===== src/rtl/tcphop_pkg.sv =====
// Package: shared constants and types for the TCP header and option parser.
package tcphop_pkg;

   localparam logic [5:0] FIXED_LEN = 6'd20;

   // byte offsets of the fixed header fields
   localparam logic [5:0] POS_DST   = 6'd2;
   localparam logic [5:0] POS_SEQ   = 6'd4;
   localparam logic [5:0] POS_ACK   = 6'd8;
   localparam logic [5:0] POS_OFF   = 6'd12;
   localparam logic [5:0] POS_FLAGS = 6'd13;
   localparam logic [5:0] POS_WIN   = 6'd14;
   localparam logic [5:0] POS_CSUM  = 6'd16;
   localparam logic [5:0] POS_URG   = 6'd18;

   localparam logic [3:0] MIN_OFFSET = 4'd5;

   // option kind bytes
   localparam logic [7:0] OPT_EOL    = 8'd0;
   localparam logic [7:0] OPT_NOOP   = 8'd1;
   localparam logic [7:0] OPT_MSS    = 8'd2;
   localparam logic [7:0] OPT_WSCALE = 8'd3;

   // option length limits
   localparam logic [7:0] OPT_LEN_MIN    = 8'd2;
   localparam logic [7:0] MSS_LEN_MIN    = 8'd4;
   localparam logic [7:0] WSCALE_LEN_MIN = 8'd3;

   typedef enum logic [1:0] {
      STATUS_OK        = 2'd0,
      STATUS_SHORT     = 2'd1,
      STATUS_TRUNCATED = 2'd2,
      STATUS_MALFORMED = 2'd3
   } status_type;

   typedef enum logic [1:0] {
      PHASE_KIND,
      PHASE_LEN,
      PHASE_FIRST,
      PHASE_MORE
   } phase_type;

   typedef enum logic [1:0] {
      CAPT_NONE,
      CAPT_MSS,
      CAPT_WSCALE
   } capt_type;

   typedef struct packed {
      logic step;     // a header byte past the fixed part is taken
      logic clear;    // segment ends: restart the walk
   } walk_ctl_type;

   typedef struct packed {
      logic [15:0] mss;
      logic [7:0]  wscale;
      logic [1:0]  found;
      logic        malformed;
   } opt_view_type;

endpackage


===== src/rtl/tcphop_if.sv =====
// Interfaces: request and response channels of the TCP header parser.
interface tcphop_req_if;
   logic       valid;
   logic       ready;
   logic [7:0] segment_byte;
   logic       last_byte;

   modport source (output valid, output segment_byte, output last_byte, input ready);
   modport sink   (input valid, input segment_byte, input last_byte, output ready);
endinterface

interface tcphop_rsp_if;
   logic        valid;
   logic        ready;
   logic [15:0] source_port;
   logic [15:0] dest_port;
   logic [31:0] sequence_number;
   logic [31:0] ack_number;
   logic [9:0]  flag_bits;
   logic [15:0] window_size;
   logic [15:0] header_checksum;
   logic [5:0]  header_bytes;
   logic [15:0] max_segment_size;
   logic [7:0]  window_scale;
   logic [1:0]  options_found;
   logic [1:0]  parse_status;

   modport source (output valid, output source_port, output dest_port,
                   output sequence_number, output ack_number, output flag_bits,
                   output window_size, output header_checksum, output header_bytes,
                   output max_segment_size, output window_scale, output options_found,
                   output parse_status, input ready);
   modport sink   (input valid, input source_port, input dest_port,
                   input sequence_number, input ack_number, input flag_bits,
                   input window_size, input header_checksum, input header_bytes,
                   input max_segment_size, input window_scale, input options_found,
                   input parse_status, output ready);
endinterface


===== src/rtl/tcphop_opt_walk.sv =====
// Option walker: TCP option state machine and captured MSS / window scale values.
module tcphop_opt_walk
   import tcphop_pkg::*;
(
   input  logic         clock,
   input  logic         reset,
   input  walk_ctl_type ctl,
   input  logic [7:0]   opt_byte,
   input  logic [5:0]   remaining,   // header bytes left, this one included
   output opt_view_type view_next    // option view after this byte
);

   phase_type    phase_ff, phase_in;
   capt_type     capt_ff, capt_in;
   logic [5:0]   left_ff, left_in;
   logic         stopped_ff, stopped_in;
   opt_view_type view_ff, view_in;

   logic [7:0] rem_plus1;
   logic [5:0] left_dec;

   always_ff @(posedge clock) begin
      if (reset) begin
         phase_ff   <= PHASE_KIND;
         capt_ff    <= CAPT_NONE;
         left_ff    <= '0;
         stopped_ff <= 1'b0;
         view_ff    <= '0;
      end else if (ctl.clear) begin
         phase_ff   <= PHASE_KIND;
         capt_ff    <= CAPT_NONE;
         left_ff    <= '0;
         stopped_ff <= 1'b0;
         view_ff    <= '0;
      end else begin
         phase_ff   <= phase_in;
         capt_ff    <= capt_in;
         left_ff    <= left_in;
         stopped_ff <= stopped_in;
         view_ff    <= view_in;
      end
   end

   always_comb begin
      phase_in   = phase_ff;
      capt_in    = capt_ff;
      left_in    = left_ff;
      stopped_in = stopped_ff;
      view_in    = view_ff;
      rem_plus1  = {2'b00, remaining} + 8'd1;
      left_dec   = left_ff - 6'd1;

      if (ctl.step && !stopped_ff) begin
         unique case (phase_ff)
            PHASE_KIND: begin
               if (opt_byte == OPT_EOL) begin
                  stopped_in = 1'b1;
               end else if (opt_byte == OPT_NOOP) begin
                  phase_in = PHASE_KIND;
               end else if (remaining < 6'd2) begin
                  stopped_in        = 1'b1;
                  view_in.malformed = 1'b1;
               end else begin
                  if (opt_byte == OPT_MSS) begin
                     capt_in = CAPT_MSS;
                  end else if (opt_byte == OPT_WSCALE) begin
                     capt_in = CAPT_WSCALE;
                  end else begin
                     capt_in = CAPT_NONE;
                  end
                  phase_in = PHASE_LEN;
               end
            end
            PHASE_LEN: begin
               if (opt_byte < OPT_LEN_MIN || opt_byte > rem_plus1) begin
                  stopped_in        = 1'b1;
                  view_in.malformed = 1'b1;
               end else begin
                  left_in = 6'(opt_byte - OPT_LEN_MIN);
                  // drop captures whose option is too short to carry the value
                  if ((capt_ff == CAPT_MSS && opt_byte < MSS_LEN_MIN) ||
                      (capt_ff == CAPT_WSCALE && opt_byte < WSCALE_LEN_MIN)) begin
                     capt_in = CAPT_NONE;
                  end
                  phase_in = (opt_byte > OPT_LEN_MIN) ? PHASE_FIRST : PHASE_KIND;
               end
            end
            PHASE_FIRST, PHASE_MORE: begin
               if (capt_ff == CAPT_MSS) begin
                  if (phase_ff == PHASE_FIRST) begin
                     view_in.mss      = {opt_byte, 8'h00};
                     view_in.found[0] = 1'b1;
                  end else begin
                     view_in.mss[7:0] = opt_byte;
                     capt_in          = CAPT_NONE;
                  end
               end else if (capt_ff == CAPT_WSCALE) begin
                  view_in.wscale   = opt_byte;
                  view_in.found[1] = 1'b1;
                  capt_in          = CAPT_NONE;
               end
               left_in  = left_dec;
               phase_in = (left_dec == 6'd0) ? PHASE_KIND : PHASE_MORE;
            end
            default: phase_in = PHASE_KIND;
         endcase
      end
   end

   assign view_next = view_in;

endmodule


===== src/rtl/tcp_header_option_parser.sv =====
// Top level: TCP header field extractor with option walk, one byte per request.
//
//   channel | direction | payload                                | handshake
//   req_bus | in        | segment_byte, last_byte                | valid / ready
//   rsp_bus | out       | header fields, options, parse_status   | valid / ready
//
// One byte is taken per cycle; only a byte that completes a summary needs the
// response register free or being drained.
// A request is registered, then processed from that register against the segment
// state; a summary response is then written into the response register.
// Reset (synchronous, active high) clears the segment state and both valid flags.
// A stalled response holds the request stage only when the waiting byte ends a
// header, or ends a segment whose header is unfinished; other bytes keep flowing.
module tcp_header_option_parser
   import tcphop_pkg::*;
(
   input  logic         clock,
   input  logic         reset,
   tcphop_req_if.sink   req_bus,
   tcphop_rsp_if.source rsp_bus
);

   // request stage
   logic       in_valid_ff, in_valid_in;
   logic [7:0] in_byte_ff;
   logic       in_last_ff;

   // segment state
   logic [5:0] idx_ff, idx_in;
   logic       done_ff, done_in;

   // fixed header fields
   logic [15:0] src_port_ff;
   logic [15:0] dst_port_ff;
   logic [31:0] seq_ff;
   logic [31:0] ack_ff;
   logic [3:0]  offset_ff;
   logic [9:0]  flags_ff;
   logic [15:0] window_ff;
   logic [15:0] csum_ff;

   // response register
   logic        rsp_valid_ff, rsp_valid_in;
   logic [15:0] r_src_ff, r_dst_ff, r_win_ff, r_csum_ff, r_mss_ff;
   logic [31:0] r_seq_ff, r_ack_ff;
   logic [9:0]  r_flags_ff;
   logic [5:0]  r_hbytes_ff;
   logic [7:0]  r_wscale_ff;
   logic [1:0]  r_found_ff;
   status_type  r_status_ff;

   logic         proc;
   logic [5:0]   idx_inc;
   logic [5:0]   eff_hlen;
   logic [5:0]   remaining;
   logic         hdr_end;
   logic         would_emit;
   logic         emit;
   status_type   status;
   walk_ctl_type walk_ctl;
   opt_view_type opt_view;

   assign idx_inc   = idx_ff + 6'd1;
   assign eff_hlen  = (offset_ff < MIN_OFFSET) ? FIXED_LEN : {offset_ff, 2'b00};
   assign remaining = eff_hlen - idx_ff;

   assign hdr_end    = !done_ff && (idx_inc >= FIXED_LEN) && (idx_inc == eff_hlen);
   assign would_emit = hdr_end || (in_last_ff && !done_ff);

   // hold a summary byte only while an older response still waits
   assign proc        = in_valid_ff && (!would_emit || !rsp_valid_ff || rsp_bus.ready);
   assign req_bus.ready = !in_valid_ff || proc;

   assign walk_ctl.step  = proc && !done_ff && (idx_ff >= FIXED_LEN);
   assign walk_ctl.clear = proc && in_last_ff;

   tcphop_opt_walk u_walk (
      .clock     (clock),
      .reset     (reset),
      .ctl       (walk_ctl),
      .opt_byte  (in_byte_ff),
      .remaining (remaining),
      .view_next (opt_view)
   );

   always_comb begin
      emit = proc && would_emit;
      if (hdr_end) begin
         status = opt_view.malformed ? STATUS_MALFORMED : STATUS_OK;
      end else if (idx_inc < FIXED_LEN) begin
         status = STATUS_SHORT;
      end else begin
         status = STATUS_TRUNCATED;
      end

      in_valid_in = in_valid_ff;
      if (req_bus.valid && req_bus.ready) begin
         in_valid_in = 1'b1;
      end else if (proc) begin
         in_valid_in = 1'b0;
      end

      rsp_valid_in = rsp_valid_ff;
      if (emit) begin
         rsp_valid_in = 1'b1;
      end else if (rsp_bus.ready) begin
         rsp_valid_in = 1'b0;
      end

      idx_in  = idx_ff;
      done_in = done_ff;
      if (proc) begin
         if (in_last_ff) begin
            idx_in  = '0;
            done_in = 1'b0;
         end else if (!done_ff) begin
            idx_in  = idx_inc;
            done_in = hdr_end;
         end
      end
   end

   always_ff @(posedge clock) begin
      if (reset) begin
         in_valid_ff  <= 1'b0;
         rsp_valid_ff <= 1'b0;
         idx_ff       <= '0;
         done_ff      <= 1'b0;
      end else begin
         in_valid_ff  <= in_valid_in;
         rsp_valid_ff <= rsp_valid_in;
         idx_ff       <= idx_in;
         done_ff      <= done_in;
      end
   end

   // request register
   always_ff @(posedge clock) begin
      if (req_bus.valid && req_bus.ready) begin
         in_byte_ff <= req_bus.segment_byte;
         in_last_ff <= req_bus.last_byte;
      end
   end

   // capture the fixed header bytes at their offsets
   always_ff @(posedge clock) begin
      if (reset) begin
         offset_ff <= '0;
      end else if (proc && in_last_ff) begin
         offset_ff <= '0;
      end else if (proc && !done_ff && idx_ff == POS_OFF) begin
         offset_ff <= in_byte_ff[7:4];
      end
   end

   always_ff @(posedge clock) begin
      if (proc && !done_ff && idx_ff < FIXED_LEN) begin
         if (idx_ff < POS_DST) begin
            src_port_ff <= {src_port_ff[7:0], in_byte_ff};
         end else if (idx_ff < POS_SEQ) begin
            dst_port_ff <= {dst_port_ff[7:0], in_byte_ff};
         end else if (idx_ff < POS_ACK) begin
            seq_ff <= {seq_ff[23:0], in_byte_ff};
         end else if (idx_ff < POS_OFF) begin
            ack_ff <= {ack_ff[23:0], in_byte_ff};
         end else if (idx_ff == POS_OFF) begin
            flags_ff[9:8] <= in_byte_ff[1:0];
         end else if (idx_ff == POS_FLAGS) begin
            flags_ff[7:0] <= in_byte_ff;
         end else if (idx_ff < POS_CSUM) begin
            window_ff <= {window_ff[7:0], in_byte_ff};
         end else if (idx_ff < POS_URG) begin
            csum_ff <= {csum_ff[7:0], in_byte_ff};
         end
      end
   end

   // response register; a short segment reports zeros beside its status
   always_ff @(posedge clock) begin
      if (emit) begin
         r_status_ff <= status;
         if (status == STATUS_SHORT) begin
            r_src_ff    <= '0;
            r_dst_ff    <= '0;
            r_seq_ff    <= '0;
            r_ack_ff    <= '0;
            r_flags_ff  <= '0;
            r_win_ff    <= '0;
            r_csum_ff   <= '0;
            r_hbytes_ff <= '0;
            r_mss_ff    <= '0;
            r_wscale_ff <= '0;
            r_found_ff  <= '0;
         end else begin
            r_src_ff    <= src_port_ff;
            r_dst_ff    <= dst_port_ff;
            r_seq_ff    <= seq_ff;
            r_ack_ff    <= ack_ff;
            r_flags_ff  <= flags_ff;
            r_win_ff    <= window_ff;
            r_csum_ff   <= csum_ff;
            r_hbytes_ff <= {offset_ff, 2'b00};
            r_mss_ff    <= opt_view.mss;
            r_wscale_ff <= opt_view.wscale;
            r_found_ff  <= opt_view.found;
         end
      end
   end

   assign rsp_bus.valid            = rsp_valid_ff;
   assign rsp_bus.source_port      = r_src_ff;
   assign rsp_bus.dest_port        = r_dst_ff;
   assign rsp_bus.sequence_number  = r_seq_ff;
   assign rsp_bus.ack_number       = r_ack_ff;
   assign rsp_bus.flag_bits        = r_flags_ff;
   assign rsp_bus.window_size      = r_win_ff;
   assign rsp_bus.header_checksum  = r_csum_ff;
   assign rsp_bus.header_bytes     = r_hbytes_ff;
   assign rsp_bus.max_segment_size = r_mss_ff;
   assign rsp_bus.window_scale     = r_wscale_ff;
   assign rsp_bus.options_found    = r_found_ff;
   assign rsp_bus.parse_status     = r_status_ff;

endmodule

===== src/flat_wrapper.sv =====
// flat-port wrapper written by rule: the top's interface ports become plain ports
module tcp_header_option_parser_flat import tcphop_pkg::*;
  (clock, reset, req_bus_valid, req_bus_segment_byte, req_bus_last_byte, req_bus_ready, rsp_bus_valid, rsp_bus_source_port, rsp_bus_dest_port, rsp_bus_sequence_number, rsp_bus_ack_number, rsp_bus_flag_bits, rsp_bus_window_size, rsp_bus_header_checksum, rsp_bus_header_bytes, rsp_bus_max_segment_size, rsp_bus_window_scale, rsp_bus_options_found, rsp_bus_parse_status, rsp_bus_ready);
  tcphop_req_if req_bus_i ();
  tcphop_rsp_if rsp_bus_i ();
  input  logic clock;
  input  logic reset;
  input wire logic [$bits(req_bus_i.valid)-1:0] req_bus_valid;
  input wire logic [$bits(req_bus_i.segment_byte)-1:0] req_bus_segment_byte;
  input wire logic [$bits(req_bus_i.last_byte)-1:0] req_bus_last_byte;
  output wire logic [$bits(req_bus_i.ready)-1:0] req_bus_ready;
  output wire logic [$bits(rsp_bus_i.valid)-1:0] rsp_bus_valid;
  output wire logic [$bits(rsp_bus_i.source_port)-1:0] rsp_bus_source_port;
  output wire logic [$bits(rsp_bus_i.dest_port)-1:0] rsp_bus_dest_port;
  output wire logic [$bits(rsp_bus_i.sequence_number)-1:0] rsp_bus_sequence_number;
  output wire logic [$bits(rsp_bus_i.ack_number)-1:0] rsp_bus_ack_number;
  output wire logic [$bits(rsp_bus_i.flag_bits)-1:0] rsp_bus_flag_bits;
  output wire logic [$bits(rsp_bus_i.window_size)-1:0] rsp_bus_window_size;
  output wire logic [$bits(rsp_bus_i.header_checksum)-1:0] rsp_bus_header_checksum;
  output wire logic [$bits(rsp_bus_i.header_bytes)-1:0] rsp_bus_header_bytes;
  output wire logic [$bits(rsp_bus_i.max_segment_size)-1:0] rsp_bus_max_segment_size;
  output wire logic [$bits(rsp_bus_i.window_scale)-1:0] rsp_bus_window_scale;
  output wire logic [$bits(rsp_bus_i.options_found)-1:0] rsp_bus_options_found;
  output wire logic [$bits(rsp_bus_i.parse_status)-1:0] rsp_bus_parse_status;
  input wire logic [$bits(rsp_bus_i.ready)-1:0] rsp_bus_ready;
  assign req_bus_i.valid = req_bus_valid;
  assign req_bus_i.segment_byte = req_bus_segment_byte;
  assign req_bus_i.last_byte = req_bus_last_byte;
  assign req_bus_ready = req_bus_i.ready;
  assign rsp_bus_valid = rsp_bus_i.valid;
  assign rsp_bus_source_port = rsp_bus_i.source_port;
  assign rsp_bus_dest_port = rsp_bus_i.dest_port;
  assign rsp_bus_sequence_number = rsp_bus_i.sequence_number;
  assign rsp_bus_ack_number = rsp_bus_i.ack_number;
  assign rsp_bus_flag_bits = rsp_bus_i.flag_bits;
  assign rsp_bus_window_size = rsp_bus_i.window_size;
  assign rsp_bus_header_checksum = rsp_bus_i.header_checksum;
  assign rsp_bus_header_bytes = rsp_bus_i.header_bytes;
  assign rsp_bus_max_segment_size = rsp_bus_i.max_segment_size;
  assign rsp_bus_window_scale = rsp_bus_i.window_scale;
  assign rsp_bus_options_found = rsp_bus_i.options_found;
  assign rsp_bus_parse_status = rsp_bus_i.parse_status;
  assign rsp_bus_i.ready = rsp_bus_ready;
  tcp_header_option_parser u_core (.clock(clock), .reset(reset), .req_bus(req_bus_i), .rsp_bus(rsp_bus_i));
endmodule

===== config.mk =====
export PLATFORM = sky130hd
export DESIGN_NAME = tcp_header_option_parser_flat
export DESIGN_NICKNAME = d
export VERILOG_FILES = /design/src/rtl/tcphop_pkg.sv /design/src/rtl/tcphop_if.sv /design/src/rtl/tcphop_opt_walk.sv /design/src/rtl/tcp_header_option_parser.sv /design/src/flat_wrapper.sv
export SDC_FILE = /design/constraint.sdc
export NUM_CORES = 1
export LEC_CHECK = 0
export BUFFER_PORTS_ARGS = -buffer_cell sky130_fd_sc_hd__buf_2
export CORE_MARGIN = 2
export CORE_UTILIZATION = 61
export CTS_CLUSTER_SIZE = 40
export DETAILED_ROUTE_END_ITERATION = 8
export GPL_TIMING_DRIVEN = 0
export HOLD_SLACK_MARGIN = 0.03
export PLACE_DENSITY = 0.93
export SYNTH_ARGS = -nofsm -noshare
export SYNTH_HDL_FRONTEND = slang
export SYNTH_SLANG_ARGS = --single-unit

===== constraint.sdc =====
create_clock -name clock -period 18.5 [get_ports clock]
set_input_delay 3.7 -clock clock [delete_from_list [all_inputs] [get_ports clock]]
set_output_delay 3.7 -clock clock [all_outputs]
set_load 0.02 [all_outputs]

After elaboration in Yosys (flattened, before gate mapping)
Index checks and enable logic that the tools add are counted.
{"block": "totals", "regBits": 370}
{"block": "op_classes", "add_sub_neg": 5, "magnitude_cmp": 17, "n_eq_ne": 24, "n_mux": 51, "n_bitwise": 7, "n_reduce_logical": 47}
{"op": "2-bit 2-to-1 mux", "count": 19}
{"op": "27-bit 2-to-1 mux", "count": 1}
{"op": "26-bit 2-to-1 mux", "count": 1}
{"op": "6-bit by 5-bit < comparator with 1-bit output, second input constant", "count": 4}
{"op": "6-bit 2-to-1 mux", "count": 4}
{"op": "9-bit 2-to-1 mux", "count": 2}
{"op": "8-bit by 2-bit == test with 1-bit output, second input constant", "count": 2}
{"op": "8-bit by 2-bit < comparator with 1-bit output, second input constant", "count": 2}
{"op": "1-bit 2-to-1 mux", "count": 16}
{"op": "16-bit 2-to-1 mux", "count": 1}
{"op": "8-bit 2-to-1 mux", "count": 2}
{"op": "8-bit AND reduction", "count": 2}
{"op": "3-bit != test, second input constant", "count": 5}
{"op": "1-bit logical AND", "count": 14}
{"op": "6-bit by 4-bit == test with 1-bit output, second input constant", "count": 2}
{"op": "6-bit by 5-bit greater-or-equal comparator with 1-bit output, second input constant", "count": 2}
{"op": "6-bit by 2-bit < comparator with 1-bit output, second input constant", "count": 2}
{"op": "6-bit by 4-bit < comparator with 1-bit output, second input constant", "count": 2}
{"op": "2-bit != test, second input constant", "count": 6}
{"op": "2-bit case mux with 3 select lines", "count": 2}
{"op": "6-bit case mux with 2 select lines", "count": 1}
{"op": "5-bit AND reduction", "count": 2}
{"op": "9-bit AND reduction", "count": 1}
{"op": "8-bit by 1-bit == test with 1-bit output, second input constant", "count": 1}
{"op": "other kinds (28)", "count": 55}

Depth between registers and ports, before layout
Gate-level depths: netlist (run 1).
{"block": "depth", "word_depth": 16, "mapped_depth": 16, "ltp_nobuf": 16}

Cells and area by module
From an unflattened synthesis (run 1), not the netlist that was laid out.
{"block": "unflattened", "hier_cells": 937, "area_unflattened_um2": 14326.2}
{"mod": "tcp_header_option_parser", "instances": 1, "cells_per_inst": 671, "area_each_um2": 12075.3, "seq_area_each_um2": 9779.4}
{"mod": "tcphop_opt_walk", "instances": 1, "cells_per_inst": 266, "area_each_um2": 2250.9, "seq_area_each_um2": 760.7}

Least setup slack after synthesis (run 1)
Ideal clock, no wire load.
{"block": "synth_path", "path_kind": "input port to flip-flop", "startpoint": "in rsp_bus_ready", "endpoint": "reg u_core.r_ack_ff[0] (netlist: u_core.rsp_bus.ack_number[0]), enable pin", "arrival_time_ps": 11022, "required_ps": 17798, "setup_slack_ps": 6776, "stages": 3, "path_buffers": 1, "cell_sequence": "nor2b_1 > clkbuf_1 > nor2_1"}
{"block": "synth_between", "elab_chain_cells": 3}
{"element": "start: declaration", "line_no": "flat_wrapper.sv:25", "rtl": "input wire logic [$bits(rsp_bus_i.ready)-1:0] rsp_bus_ready;"}
{"element": "1-bit logical OR", "line_no": "tcp_header_option_parser.sv:71", "rtl": "assign proc = in_valid_ff && (!would_emit || !rsp_valid_ff || rsp_bus.ready);"}
{"element": "1-bit logical AND", "line_no": "tcp_header_option_parser.sv:71"}
{"element": "1-bit logical AND", "line_no": "tcp_header_option_parser.sv:87", "rtl": "emit = proc && would_emit;"}
{"element": "named net u_core.emit", "line_no": "tcp_header_option_parser.sv:58", "rtl": "logic emit;"}
{"element": "end signal: assignment", "line_no": "tcp_header_option_parser.sv:198", "rtl": "r_ack_ff <= ack_ff;"}
{"element": "end: declaration", "line_no": "tcp_header_option_parser.sv:45", "rtl": "logic [31:0] r_seq_ff, r_ack_ff;"}
The timed path passes the listed nets, and every way through them passes these cells.
A chain may end at the register's enable or synchronous reset.

Worst setup path in the final report (run 1)
{"block": "layout_path", "startpoint": "in rsp_bus_ready", "endpoint": "out req_bus_ready"}
{"block": "layout_between", "elab_chain_cells": 3}
{"element": "1-bit logical OR", "line_no": "tcp_header_option_parser.sv:71"}
{"element": "1-bit logical AND", "line_no": "tcp_header_option_parser.sv:71"}
{"element": "1-bit logical OR", "line_no": "tcp_header_option_parser.sv:72", "rtl": "assign req_bus.ready = !in_valid_ff || proc;"}
{"element": "end: declaration", "line_no": "flat_wrapper.sv:11", "rtl": "output wire logic [$bits(req_bus_i.ready)-1:0] req_bus_ready;"}
No other way between the ends.

==> metrics.txt, run 1 <==
outcome=finished, final reports clean; via count=8104; Pwr Density=100 nW/µm²; Post-Synth XOR/XNOR Area=1.12%; clock buffer depth=3; Syn Area/Cell=15.5 µm²; number of setup buffers added after CTS=0; synth top area cells=edfxtp_1 (68%), dfxtp_1 (7.3%), and2_1 (6.6%); Post-Synth Simple-Gate Area=12.4%; endpoint class of the critical path=output pin; Post-Synth Adder-Cell Area=1.78%; Synth top cells by count=edfxtp_1 (317), and2_1 (147), nor2_1 (74); Hold Path Class=reg2reg; Final Max Tran Viols=0; Worst Skew=0.0165 ns; pin count of the biggest net entering global routing=35; Crit Path Category=in2out; # resized after CTS=0; Post-Synthesis Cells=901; post-DR wirelength/cell=20.1 µm; Rel. slew slack=23.4%; Detailed Route Iter0 Violations=711; Die Wd=155 µm; global routing's busiest layer=met2; fmax=119 MHz; CTS sink count=368; Seq cells post-synth=368; Reg area=10500 µm²; vias in the first global route=8132; Final Setup Violations=0; RD Place Congestion=0.878; row count=55; top-area cell type share of the netlist area=68.4%; GR Util met3=4.09%; Worst Path Arrival=4.69 ns; # port buffers=184; type of origin of the critical path=input port; Worst Path Buf+Inv=3; Final TNS setup=0 ns; Async SR Flop Fraction=0%; Core ar.=22500 µm²; Worst path max stage delay=0.44 ns; Post-DP Area=15400 µm²; vias per cell=5.59; Die Y-Extent=155 µm; post-layout min period=8.39 ns; Post-synth EDFFs=317; final WL=29100 µm; Final Hold Fails=0; crit-path max FO=10; first-pass GRT wire length=44700 µm; fill count=1295; Final HPWL DP=19400 µm; RSZ-0062 raised after global routing=false; Area Growth Syn to Fin=19.0%; Initial Utilization=61.9%; total CTS buffers=35; met2 usage=42.5%; sequential cell area fraction in the yosys report=75.7%; yosys synthesis warning count=0; clk root buf=clkbuf_16; Crit-path slowest cell=clkbuf_1; # nets final=1172; largest family of logic cells by synthesized area=simple AND/OR/NAND/NOR gates; main flop type after synthesis=edfxtp_1; die area=24000 µm²; share of layout cells above drive strength 1=24.6%; # hold bufs at CTS=0; mapped cell area=13900 µm²; most used cell, CP=buf_2; family with the most delay on the worst path=buffers and inverters; final period utilization=45.4%; Post-DRT Antenna Nets=0; grt total ovfl=0; maximum vdd ir drop=0.0000706 V; max_cap viols=0; DRC Markers=0; final instance area=16600 µm²; # diodes=0; M1 GR Usage=31.2%; Slew @ Worst Pin=1.14 ns; Multi-input gate area=3170 µm²; H-tree depth=2; IO Pins=187; WP data required=14.80 ns; initial antenna violation count=0; GR Util All Layers=24.3%; TritonCTS clock tree=yes; most frequent cell after synthesis=edfxtp_1; TritonRoute pass-1 iters=5; mux cell area share after synthesis=2.45%; Skew-Pair Late Insertion Delay=0.52 ns; library cells used by synthesis=67; Synth Area in Compound Gates=4.65%; largest area contributor in the netlist=edfxtp_1; Worst-path clk slew=0.06 ns; Lkg Pwr=6.15 nW; critical path cell sequence=buf_2, nor2b_1, clkbuf_1, nand3_1, buf_2
-- cell type report --
class,instances,share of cell area (%)
multi-input combinational,475,19.1
clock inverter,14,0.793
inverter,21,0.476
timing repair buffer,201,6.83
buffer,38,1.04
sequential,368,63.6
clock buffer,49,5.97
tap,285,2.15
-- worst register-to-register path, stage by stage (launching register included) --
cell and delay (ns):
dfxtp_1 0.44, a21oi_1 0.13, or2_2 0.30, ha_1 0.34
nor3b_1 0.17, o221ai_1 0.18, nand2_1 0.09, xnor2_1 0.55
nand2_1 0.13, ha_1 0.36, a21oi_1 0.14, nand2_1 0.08
a211o_1 0.33, o31ai_1 0.44, o211ai_4 0.23, or3_1 0.38
a31oi_1 0.17
-- kinds of logic (layout without fill, tap and decap cells) --
kind of cell / Yosys count / count (layout)
simple gates: 316 / 316
buf+inv: 59 / 323
other cells: 1 / 2
mux: 34 / 34
xor+xnor: 17 / 17
compound gates: 86 / 86
fa+ha+maj: 20 / 20
flops: 368 / 368
-- report_power, final --
part | switching [W] | internal [W] | total [W]
sequential | 0.0000107 | 0.000907 | 0.000918
combinational | 0.0000337 | 0.0000141 | 0.0000477
clock | 0.000292 | 0.000403 | 0.000695
total | 0.000336 | 0.00132 | 0.00166
-- through the flow --
stage	std cells	setup slack [ns]	hold WS (ns)	power, W	utilization (%)
CTS	1450	10.14	0.433	0.00167	73.6
detailed placement	1387	10.14	0.424	0.000983	68.6
global placement	1371	3.98	0.418	0.000984	67.6
finish	1451	10.11	0.430	0.00166	73.6
global route	1451	10.04	0.445	0.00170	73.6
floorplan	902	6.78	0.417	0.000963	-
-- final timing paths --
check                        startpoint                       end  slack (ns)  depth (start not counted)
setup / recovery          rsp_bus_ready             req_bus_ready       10.11                          5
hold / removal    u_core.src_port_ff[7]    u_core.src_port_ff[15]        0.43                          0
setup reg to reg    u_core.offset_ff[2]  u_core.u_walk.left_ff[2]       13.98                         16
hold reg to reg   u_core.src_port_ff[7]    u_core.src_port_ff[15]        0.43                          0
-- routing by layer --
| layer | wire length, µm | vias up |
|---|---|---|
| met5 | 0 | - |
| met4 | 833 | 0 |
| met3 | 1990 | 64 |
| met2 | 14800 | 351 |
| met1 | 11500 | 3930 |
| li1 | - | 3759 |
-- flip-flops by register name (all words and copies together) (netlist names), 27 cells and up --
| name | count |
|---|---|
| u_core.ack_ff | 32 |
| u_core.rsp_bus.ack_number | 32 |
| u_core.rsp_bus.sequence_number | 32 |
| u_core.seq_ff | 32 |
| u_core.u_walk.view_ff | 27 |
-- layout by cell type, fill, tap and decap left out, types with 11 or more instances in the layout --
master / n
edfxtp_1: 317
buf_2: 188
and2_1: 147
nor2_1: 73
dfxtp_1: 51
clkbuf_16: 35
clkbuf_1: 34
mux2i_1: 33
nand2_1: 25
a21oi_1: 20
inv_1: 19
ha_1: 19
xnor2_1: 14
o21ai_0: 14
nand3_1: 13
buf_4: 12
nor2b_1: 11
Note: power is estimated with default switching activity, not from simulation.
==> run 2: changes to the inputs <==
--- a/config.mk
+++ b/config.mk
@@ -7,12 +7,12 @@
 export LEC_CHECK = 0
 export BUFFER_PORTS_ARGS = -buffer_cell sky130_fd_sc_hd__buf_2
 export CORE_MARGIN = 2
-export CORE_UTILIZATION = 61
+export CORE_UTILIZATION = 57
 export CTS_CLUSTER_SIZE = 40
 export DETAILED_ROUTE_END_ITERATION = 8
 export GPL_TIMING_DRIVEN = 0
 export HOLD_SLACK_MARGIN = 0.03
-export PLACE_DENSITY = 0.93
+export PLACE_DENSITY = 0.88
 export SYNTH_ARGS = -nofsm -noshare
 export SYNTH_HDL_FRONTEND = slang
 export SYNTH_SLANG_ARGS = --single-unit
==> constraint.sdc (replaced) <==
create_clock -name clock -period 8.1 [get_ports clock]
set_input_delay 1.62 -clock clock [delete_from_list [all_inputs] [get_ports clock]]
set_output_delay 1.62 -clock clock [all_outputs]
set_load 0.02 [all_outputs]
==> metrics.txt, run 2 (synthesized netlist as in run 1, its figures left out) <==
outcome=finished, final reports clean; Post-DRT Antenna Nets=0; max_cap viols=0; Skew-Pair Late Insertion Delay=0.51 ns; fmax=223 MHz; share of layout cells above drive strength 1=24.9%; Final Max Tran Viols=0; WP data required=8.53 ns; Reg area=10500 µm²; Slew @ Worst Pin=1.08 ns; TritonRoute pass-1 iters=5; first-pass GRT wire length=43600 µm; GR Util met3=4.21%; Die Y-Extent=160 µm; fill count=1575; initial antenna violation count=0; crit-path max FO=8; post-DR wirelength/cell=18.8 µm; type of origin of the critical path=register; RSZ-0062 raised after global routing=false; clk root buf=clkbuf_16; # diodes=0; commonest non-fill, non-tap cell in the layout=edfxtp_1; die area=25700 µm²; most frequent cells in the layout=edfxtp_1 (317), buf_2 (187), and2_1 (147); # hold bufs at CTS=0; DRC Markers=0; # resized after CTS=0; endpoint class of the critical path=register; post-layout min period=4.49 ns; via count=7953; TritonCTS clock tree=yes; Lkg Pwr=6.18 nW; hold_sp=u_core.ack_ff[21]; met2 usage=37.8%; global routing's busiest layer=met2; # nets final=1171; Area Growth Syn to Fin=19.4%; Post-DP Area=15500 µm²; Initial Utilization=57.6%; Final HPWL DP=18900 µm; Final Setup Violations=0; Worst Skew=0.00984 ns; maximum vdd ir drop=0.000145 V; Pwr Total=0.00377 W; # port buffers=184; Worst Path Arrival=4.92 ns; CP startpoint=u_core.offset_ff[3]; H-tree depth=2; Detailed Route Iter0 Violations=605; pin count of the biggest net entering global routing=38; vias in the first global route=7892; Rel. slew slack=27.6%; Multi-input gate area=3180 µm²; row count=57; grt total ovfl=0; CTS sink count=368; final instance area=16600 µm²; total CTS buffers=35; Core ar.=24200 µm²; Crit Path Category=reg2reg; Pwr Density=227 nW/µm²; clock buffer depth=3; Worst-path clk slew=0.06 ns; GR Util All Layers=22.1%; Die Wd=160 µm; number of setup buffers added after CTS=0; vias per cell=5.35; RD Place Congestion=0.855; worst r2r src=u_core.offset_ff[3]; Final Hold Fails=0; Hold Path Class=reg2reg; M1 GR Usage=29.7%; final WL=28000 µm; final period utilization=55.4%; IO Pins=187
-- run 2: final timing paths --
path / endpoint / slack, ns / depth (start not counted)
hold reg to reg: u_core.ack_ff[29] / 0.44 / 0
setup reg to reg: u_core.u_walk.left_ff[2] / 3.61 / 16
hold / removal: u_core.ack_ff[29] / 0.44 / 0
setup / recovery: u_core.u_walk.left_ff[2] / 3.61 / 16
-- run 2: metrics by stage --
step                      setup TNS [ns]  cells  setup slack [ns]  util, %  hold slack [ns]
after floorplan                        0    902              1.34        -            0.417
after global placement            -81.60   1410            -0.499     63.1            0.419
after detailed placement               0   1426              3.67     64.1            0.425
after CTS                              0   1487              3.64     68.7            0.432
after global routing                   0   1487              3.33     68.8            0.445
final                                  0   1487              3.61     68.8            0.435
-- run 2: area by class of cell --
cell class	instances	share of cell area, %
plain buffers	38	1.04
clock buffers	43	5.83
clock inverters	18	0.926
inverters	21	0.474
multi-input cells	475	19.1
flip-flops and latches	368	63.4
well taps	324	2.44
repair buffers	200	6.77
-- run 2: routing by layer --
metal / routed length (µm) / share of wire (%)
met5: 0 / 0
met4: 580 / 2.1
met3: 1830 / 6.5
met2: 13800 / 49
met1: 11800 / 42
-- run 2: report_power, final --
group          internal (W)  leakage, nW  total [W]  switching [W]
Clock              0.000917        0.552    0.00157       0.000657
Combinational     0.0000309         2.27   0.000104      0.0000735
Sequential          0.00207         3.36    0.00210      0.0000245
-- run 2: critical path, cell delays in order, from the launching register on --
cell	delay, ns
dfxtp_1	0.44
a21oi_1	0.09
or2_2	0.30
ha_1	0.34
a21o_1	0.17
maj3_1	0.36
xnor2_1	0.33
nor3_1	0.13
xnor2_1	0.15
ha_1	0.32
nand3_1	0.11
nand2b_1	0.17
a211o_1	0.29
o31ai_1	0.44
o211ai_4	0.22
or3_1	0.38
a31oi_1	0.16
